<file path="src/rtt_pkg.sv">
`default_nettype none
// ----------------------------------------------------------------------------
// rtt_pkg
// Shared types and constants of the RTT timeout estimator.
// ----------------------------------------------------------------------------
package rtt_pkg;

  localparam int unsigned DATA_W    = 32;
  localparam int unsigned TIMEOUT_W = 35;
  localparam int unsigned SEC_W     = 12;
  localparam int unsigned USEC_W    = 20;
  localparam int unsigned CFG_IDX_W = 2;

  localparam logic [DATA_W-1:0] USEC_PER_SEC = 32'd1000000;

  typedef enum logic [1:0] {
    OP_QUERY   = 2'd0,
    OP_SAMPLE  = 2'd1,
    OP_RESTART = 2'd2
  } opcode_e;

  typedef enum logic [CFG_IDX_W-1:0] {
    CFG_FIXED_TIMEOUT = 2'd0,
    CFG_INITIAL_RTT   = 2'd1,
    CFG_INITIAL_DEV   = 2'd2
  } cfg_idx_e;

  typedef struct packed {
    opcode_e            opcode;
    logic [SEC_W-1:0]   sample_sec;
    logic [USEC_W-1:0]  sample_usec;
  } in_item_t;

  typedef struct packed {
    logic [TIMEOUT_W-1:0] timeout_usec;
    logic [DATA_W-1:0]    smoothed_out;
    logic [DATA_W-1:0]    deviation_out;
  } out_item_t;

  typedef struct packed {
    opcode_e           opcode;
    logic [DATA_W-1:0] sample;
  } sample_t;

  typedef struct packed {
    logic [DATA_W-1:0] smoothed;
    logic [DATA_W-1:0] deviation;
  } est_t;

  typedef struct packed {
    logic [DATA_W-1:0] fixed_timeout;
    logic [DATA_W-1:0] initial_rtt;
    logic [DATA_W-1:0] initial_dev;
  } cfg_t;

endpackage
`default_nettype wire

</file>
<file path="src/rtt_sample.sv">
`default_nettype none
// ----------------------------------------------------------------------------
// rtt_sample
// Input register; joins seconds and microseconds into one microsecond count.
// ----------------------------------------------------------------------------
module rtt_sample
  import rtt_pkg::*;
(
  input  wire logic     clk_i,
  input  wire logic     rst_ni,
  input  wire logic     in_valid_i,
  output logic          in_ready_o,
  input  wire in_item_t in_data_i,
  output logic          out_valid_o,
  input  wire logic     out_ready_i,
  output sample_t       out_data_o
);

  logic              valid_q, valid_d;
  in_item_t          item_q, item_d;
  logic [DATA_W-1:0] sec_usec;

  assign in_ready_o = !valid_q || out_ready_i;

  always_comb begin
    valid_d = valid_q;
    item_d  = item_q;
    if (in_ready_o) begin
      valid_d = in_valid_i;
      item_d  = in_data_i;
    end
  end

  always_ff @(posedge clk_i or negedge rst_ni) begin
    if (!rst_ni) begin
      valid_q <= 1'b0;
    end else begin
      valid_q <= valid_d;
    end
  end

  always_ff @(posedge clk_i) begin
    item_q <= item_d;
  end

  assign sec_usec = DATA_W'(item_q.sample_sec) * USEC_PER_SEC;

  assign out_valid_o       = valid_q;
  assign out_data_o.opcode = item_q.opcode;
  assign out_data_o.sample = sec_usec + DATA_W'(item_q.sample_usec);

endmodule
`default_nettype wire

</file>
<file path="src/rtt_update.sv">
`default_nettype none
// ----------------------------------------------------------------------------
// rtt_update
// Holds the smoothed RTT and deviation and applies one transaction to them.
// ----------------------------------------------------------------------------
module rtt_update
  import rtt_pkg::*;
(
  input  wire logic    clk_i,
  input  wire logic    rst_ni,
  input  wire cfg_t    cfg_i,
  input  wire logic    in_valid_i,
  output logic         in_ready_o,
  input  wire sample_t in_data_i,
  output logic         out_valid_o,
  input  wire logic    out_ready_i,
  output est_t         out_data_o
);

  logic              valid_q, valid_d;
  sample_t           smp_q, smp_d;
  logic [DATA_W-1:0] est_q, est_d;
  logic [DATA_W-1:0] dev_q, dev_d;
  logic              fire;
  logic [DATA_W+2:0] est_sum;
  logic [DATA_W-1:0] est_new;
  logic [DATA_W-1:0] diff;
  logic [DATA_W+1:0] dev_sum;

  assign in_ready_o = !valid_q || out_ready_i;
  assign fire       = valid_q && out_ready_i;

  always_comb begin
    valid_d = valid_q;
    smp_d   = smp_q;
    if (in_ready_o) begin
      valid_d = in_valid_i;
      smp_d   = in_data_i;
    end
  end

  // est = (7*est + s) >> 3, dev = (3*dev + |s - est|) >> 2
  always_comb begin
    est_sum = {est_q, 3'b000} - {3'b000, est_q} + {3'b000, smp_q.sample};
    est_new = est_sum[DATA_W+2:3];
    if (smp_q.sample >= est_new) begin
      diff = smp_q.sample - est_new;
    end else begin
      diff = est_new - smp_q.sample;
    end
    dev_sum = {1'b0, dev_q, 1'b0} + {2'b00, dev_q} + {2'b00, diff};
  end

  always_comb begin
    est_d = est_q;
    dev_d = dev_q;
    case (smp_q.opcode)
      OP_RESTART: begin
        est_d = cfg_i.initial_rtt;
        dev_d = cfg_i.initial_dev;
      end
      OP_SAMPLE: begin
        if (cfg_i.fixed_timeout == '0) begin
          est_d = est_new;
          dev_d = dev_sum[DATA_W+1:2];
        end
      end
      default: begin
      end
    endcase
  end

  always_ff @(posedge clk_i or negedge rst_ni) begin
    if (!rst_ni) begin
      valid_q <= 1'b0;
      est_q   <= '0;
      dev_q   <= '0;
    end else begin
      valid_q <= valid_d;
      if (fire) begin
        est_q <= est_d;
        dev_q <= dev_d;
      end
    end
  end

  always_ff @(posedge clk_i) begin
    smp_q <= smp_d;
  end

  assign out_valid_o          = valid_q;
  assign out_data_o.smoothed  = est_d;
  assign out_data_o.deviation = dev_d;

endmodule
`default_nettype wire

</file>
<file path="src/rtt_out.sv">
`default_nettype none
// ----------------------------------------------------------------------------
// rtt_out
// Registers the new state, forms the timeout and drives the result register.
// ----------------------------------------------------------------------------
module rtt_out
  import rtt_pkg::*;
(
  input  wire logic clk_i,
  input  wire logic rst_ni,
  input  wire cfg_t cfg_i,
  input  wire logic in_valid_i,
  output logic      in_ready_o,
  input  wire est_t in_data_i,
  output logic      out_valid_o,
  input  wire logic out_stall_i,
  output out_item_t out_data_o
);

  logic      mid_valid_q, mid_valid_d;
  est_t      mid_q, mid_d;
  logic      res_valid_q, res_valid_d;
  out_item_t res_q, res_d;
  logic      res_ready;

  assign res_ready  = !res_valid_q || !out_stall_i;
  assign in_ready_o = !mid_valid_q || res_ready;

  always_comb begin
    mid_valid_d = mid_valid_q;
    mid_d       = mid_q;
    if (in_ready_o) begin
      mid_valid_d = in_valid_i;
      mid_d       = in_data_i;
    end
  end

  always_comb begin
    res_valid_d = res_valid_q;
    res_d       = res_q;
    if (res_ready) begin
      res_valid_d         = mid_valid_q;
      res_d.smoothed_out  = mid_q.smoothed;
      res_d.deviation_out = mid_q.deviation;
      if (cfg_i.fixed_timeout != '0) begin
        res_d.timeout_usec = TIMEOUT_W'(cfg_i.fixed_timeout);
      end else begin
        res_d.timeout_usec = TIMEOUT_W'(mid_q.smoothed)
                           + {1'b0, mid_q.deviation, 2'b00};
      end
    end
  end

  always_ff @(posedge clk_i or negedge rst_ni) begin
    if (!rst_ni) begin
      mid_valid_q <= 1'b0;
      res_valid_q <= 1'b0;
    end else begin
      mid_valid_q <= mid_valid_d;
      res_valid_q <= res_valid_d;
    end
  end

  always_ff @(posedge clk_i) begin
    mid_q <= mid_d;
    res_q <= res_d;
  end

  assign out_valid_o = res_valid_q;
  assign out_data_o  = res_q;

endmodule
`default_nettype wire

</file>
<file path="src/rtt_timeout_estimator.sv">
`default_nettype none
// ----------------------------------------------------------------------------
// rtt_timeout_estimator
// Retransmission timeout estimator with smoothed RTT and mean deviation.
// ----------------------------------------------------------------------------
// Four register stages (input, sample, new state, result); a transaction
// passes them in that order, and one transaction is taken every cycle
// while the result side does not stall. The state update (estimate,
// deviation) is the single feedback path and closes within the update
// stage. Configuration is written without wait states and must
// only change while no transaction is in flight.
module rtt_timeout_estimator
  import rtt_pkg::*;
(
  input  wire logic                 clk_i,
  input  wire logic                 rst_ni,
  input  wire logic                 in_valid_i,
  output logic                      in_stall_o,
  input  wire in_item_t             in_data_i,
  output logic                      out_valid_o,
  input  wire logic                 out_stall_i,
  output out_item_t                 out_data_o,
  input  wire logic                 cfg_valid_i,
  output logic                      cfg_ready_o,
  input  wire logic [CFG_IDX_W-1:0] cfg_index_i,
  input  wire logic [DATA_W-1:0]    cfg_data_i
);

  cfg_t    cfg_q, cfg_d;
  logic    smp_ready;
  logic    smp_valid;
  sample_t smp_data;
  logic    upd_valid;
  logic    upd_ready;
  est_t    upd_data;
  logic    out_in_ready;

  assign cfg_ready_o = 1'b1;

  always_comb begin
    cfg_d = cfg_q;
    if (cfg_valid_i) begin
      case (cfg_index_i)
        CFG_FIXED_TIMEOUT: cfg_d.fixed_timeout = cfg_data_i;
        CFG_INITIAL_RTT:   cfg_d.initial_rtt   = cfg_data_i;
        CFG_INITIAL_DEV:   cfg_d.initial_dev   = cfg_data_i;
        default: begin
        end
      endcase
    end
  end

  always_ff @(posedge clk_i or negedge rst_ni) begin
    if (!rst_ni) begin
      cfg_q <= '0;
    end else begin
      cfg_q <= cfg_d;
    end
  end

  assign in_stall_o = !smp_ready;

  rtt_sample u_sample (
    .clk_i       (clk_i),
    .rst_ni      (rst_ni),
    .in_valid_i  (in_valid_i),
    .in_ready_o  (smp_ready),
    .in_data_i   (in_data_i),
    .out_valid_o (smp_valid),
    .out_ready_i (upd_ready),
    .out_data_o  (smp_data)
  );

  rtt_update u_update (
    .clk_i       (clk_i),
    .rst_ni      (rst_ni),
    .cfg_i       (cfg_q),
    .in_valid_i  (smp_valid),
    .in_ready_o  (upd_ready),
    .in_data_i   (smp_data),
    .out_valid_o (upd_valid),
    .out_ready_i (out_in_ready),
    .out_data_o  (upd_data)
  );

  rtt_out u_out (
    .clk_i       (clk_i),
    .rst_ni      (rst_ni),
    .cfg_i       (cfg_q),
    .in_valid_i  (upd_valid),
    .in_ready_o  (out_in_ready),
    .in_data_i   (upd_data),
    .out_valid_o (out_valid_o),
    .out_stall_i (out_stall_i),
    .out_data_o  (out_data_o)
  );

  // backpressure only ever originates at the result side
  a_stall_from_output: assert property (@(posedge clk_i) disable iff (!rst_ni)
    !out_in_ready |-> out_valid_o && out_stall_i)
    else $error("result stage blocked without output stall");

  a_input_stall_chain: assert property (@(posedge clk_i) disable iff (!rst_ni)
    in_stall_o |-> smp_valid && !upd_ready && upd_valid && !out_in_ready)
    else $error("input stalled while pipeline has room");

  a_handoff_to_output: assert property (@(posedge clk_i) disable iff (!rst_ni)
    upd_valid && out_in_ready && !out_stall_i |=> ##1 out_valid_o)
    else $error("updated state did not reach the result register");

endmodule
`default_nettype wire

</file>
<file path="config.mk">
export PLATFORM = sky130hd
export DESIGN_NAME = rtt_timeout_estimator
export DESIGN_NICKNAME = d
export VERILOG_FILES = /design/src/rtt_pkg.sv /design/src/rtt_sample.sv /design/src/rtt_update.sv /design/src/rtt_out.sv /design/src/rtt_timeout_estimator.sv
export SDC_FILE = /design/constraint.sdc
export NUM_CORES = 1
export LEC_CHECK = 0
export BUFFER_PORTS_ARGS = -buffer_cell sky130_fd_sc_hd__buf_2
export CAP_MARGIN = 20
export CORE_UTILIZATION = 49
export DETAILED_ROUTE_END_ITERATION = 6
export PLACE_DENSITY = 0.75
export SLEW_MARGIN = 30
export SYNTH_ARGS = -nofsm -noshare
export SYNTH_HDL_FRONTEND = slang
export SYNTH_SLANG_ARGS = --single-unit
</file>
<file path="constraint.sdc">
create_clock -name clk_i -period 15.5 [get_ports clk_i]
set_clock_uncertainty 0.15 [all_clocks]
set_input_delay 3.1 -clock clk_i [delete_from_list [all_inputs] [get_ports clk_i]]
set_output_delay 3.1 -clock clk_i [all_outputs]
set_load 0.03 [all_outputs]
</file>
# Yosys cells after proc, flatten, opt, wreduce, memory -nomap -nowiden
# Cells that the tools add are included.
[totals]
regBits = 395
inputBits = 73
elab_cells = 57
[op_classes]
mux = 6
n_reduce_logical = 17
order_cmp = 1
mul = 1
n_eq_ne = 4
n_addsub = 8
[ops]
columns = ["operator", "count"]
rows = [
  ["32-bit 2-to-1 mux", 4],
  ["32-bit case mux with 2 select lines", 2],
  ["32-bit subtractor", 2],
  ["32-bit by 34-bit adder with 35-bit output", 1],
  ["35-bit by 32-bit adder with 35-bit output", 1],
  ["35-bit by 32-bit subtractor with 35-bit output", 1],
  ["33-bit by 32-bit adder with 34-bit output", 1],
  ["34-bit by 32-bit adder with 34-bit output", 1],
  ["32-bit by 20-bit adder with 32-bit output", 1],
  ["32-bit greater-or-equal comparator", 1],
  ["32-bit zero test", 1],
  ["32-bit nonzero test", 1],
  ["12-bit by 14-bit multiplier with 26-bit output, second input constant", 1],
  ["1-bit zero test", 6],
  ["2-bit AND reduction", 3],
  ["2-bit by 1-bit equality test with 1-bit output, second input constant", 2],
  ["2-bit equality test, second input constant", 2],
  ["1-bit logical OR", 4],
  ["2-bit zero test", 1],
  ["1-bit logical AND", 1],
]

# Depth between registers and ports, before layout
# Gate-level depths: netlist of the first run.
[logic_depth]
word_depth = 7
ltp_mapped = 42

# By module
# From an unflattened synthesis of the first run, not the netlist that was laid out.
[hier_totals]
cells_unflattened = 2800
hier_area_um2 = 28528.6
[modules_own_cells]
columns = ["mod", "instances", "area_each_um2", "seq_area_each_um2", "cells_per_inst"]
rows = [
  ["rtt_update", 1, 13048.8, 2647.5, 1638],
  ["rtt_out", 1, 7005.5, 4944.7, 467],
  ["rtt_sample", 1, 4833.4, 1046.0, 488],
  ["rtt_timeout_estimator", 1, 3641.0, 2402.3, 207],
]

# Least setup slack after synthesis of the first run
# No wires, ideal clock.
[synth_timing]
kind = "register -> register"
from = "register u_update.est_q[4]"
to = "register u_out.mid_q[28] (netlist name) (data pin)"
arrival_ns = 8.407
synth_period_minus_slack_ns = 8.817
path_slack_ns = 6.683
n_path_buf = 4
path_stages_with_launch = 39
cell_sequence = "dfrtp_1 > inv_1 > fa_1 > inv_1 > ha_1 > o211ai_1 > a311oi_4 > o41a_4 > a221o_2 > and3_4 > nor2_2 > xor2_2 > inv_1 > ha_1 > buf_2 > a21oi_1 > nor2_1 > nor3_1 > (+3 left out) > buf_4 > buf_2 > buf_2 > o31a_1 > xnor2_1 > fa_1 > inv_1 > ha_1 > nor3_1 > a2111oi_0 > o311ai_0 > nor3_1 > o21ai_0 > and2_1 > a31oi_1 > mux2i_1 > a31oi_1 > a221o_1"
[synth_lines]
columns = ["element", "line", "text"]
rows = [
  ["from (decl)", "rtt_update.sv:22", "logic [DATA_W-1:0] est_q, est_d;"],
  ["from (signal assigned)", "rtt_update.sv:81", "est_q <= est_d;"],
  ["to (signal assigned)", "rtt_out.sv:65", "mid_q <= mid_d;"],
  ["to (decl)", "rtt_out.sv:21", "est_t mid_q, mid_d;"],
]

==> reports/results.ini, run 1 <==
[run_status]
status=complete, no violations

[placed_design]
io_buffers=173
finalWeightedCongestion=0.961
dp_hpwl_um=57400
place_inst=3596

[grt]
grt_pass1_wl_um=118000
antenna_found_initial=0
grt_overflow=0
grt_start_max_net_pins=95
first_global_vias=21500
gr-usage-all-layers_pct=25.5

[worst_setup_path]
crit_path_frequent_cell=inv_1
crit_path_end_kind=register
ff2ff_setup_slack_ps=4620
cpMaxStageDelayCell=a2111oi_0
r2r_end=u_out.mid_q[28]
crit_path_end=u_out.mid_q[28]
crit_required_ps=15680
start_kind=register
r2r_start=u_update.est_q[4]
crit_arrival_ps=11060
crit_path_max_incr_delay_ps=760
cp_max_fo=44
reg2reg_depth=34
criticalPathCategory=reg2reg
crit_path_start=u_update.est_q[4]

[hold_path]
hp-class=reg2reg

[timing]
grt_setup_unrepaired=no
drv_slew=0
fin_crit_ps=10880
hold_viol_final=0
min_period_over_period_pct=70.2
setup_viol=0
relSlewSlack_pct=37.6
fin_hold_ws_ps=262
maxClockFrequency_mhz=91.9
tightest_slew_ps=933
tns_ps=0

[drt]
drt-wirelength-per-cell_um=20.3
first_pass_iters=6
remaining_drc_errors=0
via_per_inst=5.84
postRouteAntennaNets=0
drtIter0Drc=1714
num_vias=21500
drt_wl_total_um=74700

[layout]
final-seq-area_mm2=0.0110
area_growth_pct=11.2
fin_nets=3317
fin_util_pct=55.4
n_antenna_cell=0
layout_commonest_cell=inv_1
mostFrequentLayoutCells=381 x inv_1, 257 x ha_1, 231 x edfxtp_1
final_cells=3680
multi_input_area_mm2=0.0154
n_fill_cell=4841
drive_gt1_share_pct=14.5

[yosys]
syn-cell-area_mm2=0.0282
yosysWarnings=0
synth_edf_count=231
seq_area_frac_synth_pct=39.2
synth_ff_type=edfxtp_1
synth_nets=3168
synth_cell_types=93
synth_seq_cells=395
async_flop_share_pct=41.5
syn_area_per_cell_um2=10.3
postSynthCellCount=2738

[clock_tree]
cts_setup_buffers=0
cts_resized=0
cts_tree=built
cts_inserted_buffers=45
cts.reportedPaths.clkPinSlew_ps=60
cts.sinks=395
clk_latency_ps=580
h-tree-depth=2
cts_max_path_buffers=3
holdBufCountCts=0
cts-root-buf=clkbuf_16

[flow_run]
drv_cap=0

[floorplan]
num_rows=87
pin_count=175
core_area_mm2=0.0566
start_util_pct=49.8
dieWidth_um=242
fp.dieH_um=242
dieArea_mm2=0.0585

-- sequential cells by signal (all words and copies together), names as in the netlist, 2 cells and up --
signal and count:
u_sample.item_q 32, cfg_q 96, u_sample.out_data_o 2, u_update.dev_q 32, u_update.smp_q 34, u_update.est_q 32
u_out.mid_q 64, u_out.out_data_o 99
-- cell usage after synthesis, types with 38 or more instances --
master	n	area, um2
xnor2_1	100	876
a22oi_1	38	285
mux2_2	109	1230
fa_1	100	2000
a21oi_1	186	931
edfxtp_1	231	6940
xor2_1	51	447
a21o_1	105	788
ha_1	257	3220
o21ai_0	156	781
inv_1	382	1430
nor2_1	120	450
dfrtp_1	164	4100
clkbuf_1	71	267
nand2_1	144	541
-- layer usage --
metal,GRT usage (%),vias up,part of all wire [%]
li1,-,10000,-
met1,35.9,10400,44
met2,40.1,900,45
met3,3.84,147,7.5
met4,8.62,0,3.2
met5,0,-,0
-- area by class of cell --
cell class	count	share of cell area [%]
Tap cell	756	3.02
Multi-Input combinational cell	1865	49.0
Inverter	383	4.59
Timing Repair Buffer	197	3.38
Clock buffer	61	3.91
Clock inverter	23	0.858
Sequential cell	395	35.2
-- cell families (layout without fill, tap and decap cells) --
kind of cell	Yosys count	in the layout	synth area share [%]
multiplexers	134	134	5.24
other	1	1	0.0133
AO/OA/AOI/OAI	748	748	17.7
adder cells (fa/ha/maj)	357	357	18.5
AND/OR/NAND/NOR	472	472	8.05
flip-flops	395	395	39.2
buffers and inverters	478	664	6.46
XOR/XNOR	153	153	4.85
-- worst max-delay path, delay by kind of cell (launching register included) --
family	cells	cell delay (ps)
muxes	2	690
and+or+nand+nor	5	1220
AOI/OAI and AO/OA	14	4420
DFF	1	420
adders and majority gates	5	2050
buffers and inverters	6	950
xor gates and xnor gates	2	690
-- how the worst min path moves through the flow --
stage                     cells after the start  slack (ps)                  to                     from
after floorplan                               0         250   u_update.smp_q[0]       u_sample.item_q[0]
after global placement                        0         250  u_update.smp_q[33]  u_sample.out_data_o[33]
after detailed placement                      0         250   u_update.smp_q[4]       u_sample.item_q[4]
after CTS                                     0         260   u_update.smp_q[4]       u_sample.item_q[4]
after global routing                          0         270   u_update.smp_q[2]       u_sample.item_q[2]
final                                         0         260   u_update.smp_q[4]       u_sample.item_q[4]
-- stage by stage --
stage	area, um2	setup slack (ps)
after global placement	29800	5100
after floorplan	28200	6680
after CTS	31300	4810
after global routing	31300	4270
final	31300	4620
after detailed placement	29800	4810
Power of run 1 is not shown: default switching activity piles up to over one toggle a cycle in this logic, so the estimate is an artifact.
==> run 2, diff against run 1 <==
- clock period: 15.5 -> 10.8 ns (I/O delays scaled with it)
==> reports/results.ini, run 2 (synthesized netlist as in run 1, its figures left out) <==
[run_status]
status=complete, but fails checks
violations=design-rule violations

[floorplan]
dieWidth_um=242
pin_count=175
core_area_mm2=0.0566
num_rows=87
start_util_pct=49.8
dieArea_mm2=0.0585
fp.dieH_um=242

[worst_setup_path]
crit_path_frequent_cell=inv_1
critPathTopFamily=compound AO/OA/AOI/OAI gates
crit_path_end_kind=register
cp_max_fo=24
cpMaxStageDelayCell=o311ai_1
crit_path_max_incr_delay_ps=740
crit_required_ps=10990
start_kind=register
critPathBufInv=6
crit_arrival_ps=10360
criticalPathCategory=reg2reg

[clock_tree]
cts_max_path_buffers=3
cts_setup_buffers=0
cts_resized=0
cts.sinks=395
cts_inserted_buffers=45
cts_tree=built
holdBufCountCts=0
cts-root-buf=clkbuf_16
clk_latency_ps=600
cts.reportedPaths.clkPinSlew_ps=60
h-tree-depth=2

[timing]
hold_viol_final=0
grt_setup_unrepaired=no
min_period_over_period_pct=94.2
fin_crit_ps=10180
maxClockFrequency_mhz=98.3
tns_ps=0
tightest_slew_ps=896
fin_hold_ws_ps=267
setup_viol=0
drv_slew=0
relSlewSlack_pct=40.1

[layout]
layout_commonest_cell=inv_1
fin_nets=3319
largest_reg_flops=99
area_growth_pct=11.3
drive_gt1_share_pct=14.7
fin_area_mm2=0.0314
n_fill_cell=4799
mostFrequentLayoutCells=381 x inv_1, 257 x ha_1, 231 x edfxtp_1

[grt]
gr-usage-all-layers_pct=25.3
grt_overflow=0
first_global_vias=21500
grt_start_max_net_pins=95
grt_pass1_wl_um=117000
antenna_found_initial=2

[hold_path]
hp-class=reg2reg

[drt]
drt_wl_total_um=74700
drtIter0Drc=1681
remaining_drc_errors=2
drt-wirelength-per-cell_um=20.3
first_pass_iters=7
postRouteAntennaNets=0
via_per_inst=5.85
num_vias=21500

[placed_design]
io_buffers=173
dp_hpwl_um=57100
placed_area_mm2=0.0298
finalWeightedCongestion=0.959

[flow_run]
drv_cap=0

-- run 2: cell types whose count changed in the layout (fill, tap and decap cells not counted), sizes merged --
| cell | change |
|---|---|
| clkbuf | -5 |
| inv | +6 |
| buf | +2 |
| diode | +2 |
| clkinvlp | -3 |
-- run 2: path summary, 6_finish.rpt --
check	from	to	slack, ps	depth (start not counted)
setup reg to reg	u_update.est_q[4]	u_out.mid_q[30]	620	34
hold / removal	u_sample.item_q[4]	u_update.smp_q[4]	270	0
min in group asynchronous	rst_ni	cfg_q[67]	1530	1
max in group asynchronous	rst_ni	cfg_q[46]	7760	2
hold reg to reg	u_sample.item_q[4]	u_update.smp_q[4]	270	0
setup / recovery	u_update.est_q[4]	u_out.mid_q[30]	620	34
-- run 2: final cells by class --
cell class / instances / area, um2 / area share (%)
clock buffers: 56 / 1240 / 3.95
inverters: 383 / 1440 / 4.58
flip-flops and latches: 395 / 11000 / 35.2
repair buffers: 199 / 1070 / 3.42
well taps: 756 / 946 / 3.02
clock inverters: 26 / 268 / 0.854
diodes: 2 / 5.00 / 0.0160
multi-input cells: 1865 / 15400 / 49.0
-- run 2: stage by stage --
step                      utilization, %  cells  setup WS, ps
after floorplan                        -   2738          1980
after global placement              52.7   3598           844
after detailed placement            52.7   3598           900
after CTS                           55.4   3680           830
after global routing                55.4   3682           128
final                               55.4   3682           623
-- run 2: layer usage --
metal  vias to the layer above  share of wire, %  GRT usage (%)
met3                       140               7.8           3.98
met5                         -                 0              0
li1                      10000                 -              -
met1                     10500                44           34.9
met2                       899                45           40.7
met4                         0               3.0           8.67
Power of run 2 is left out for the same reason.
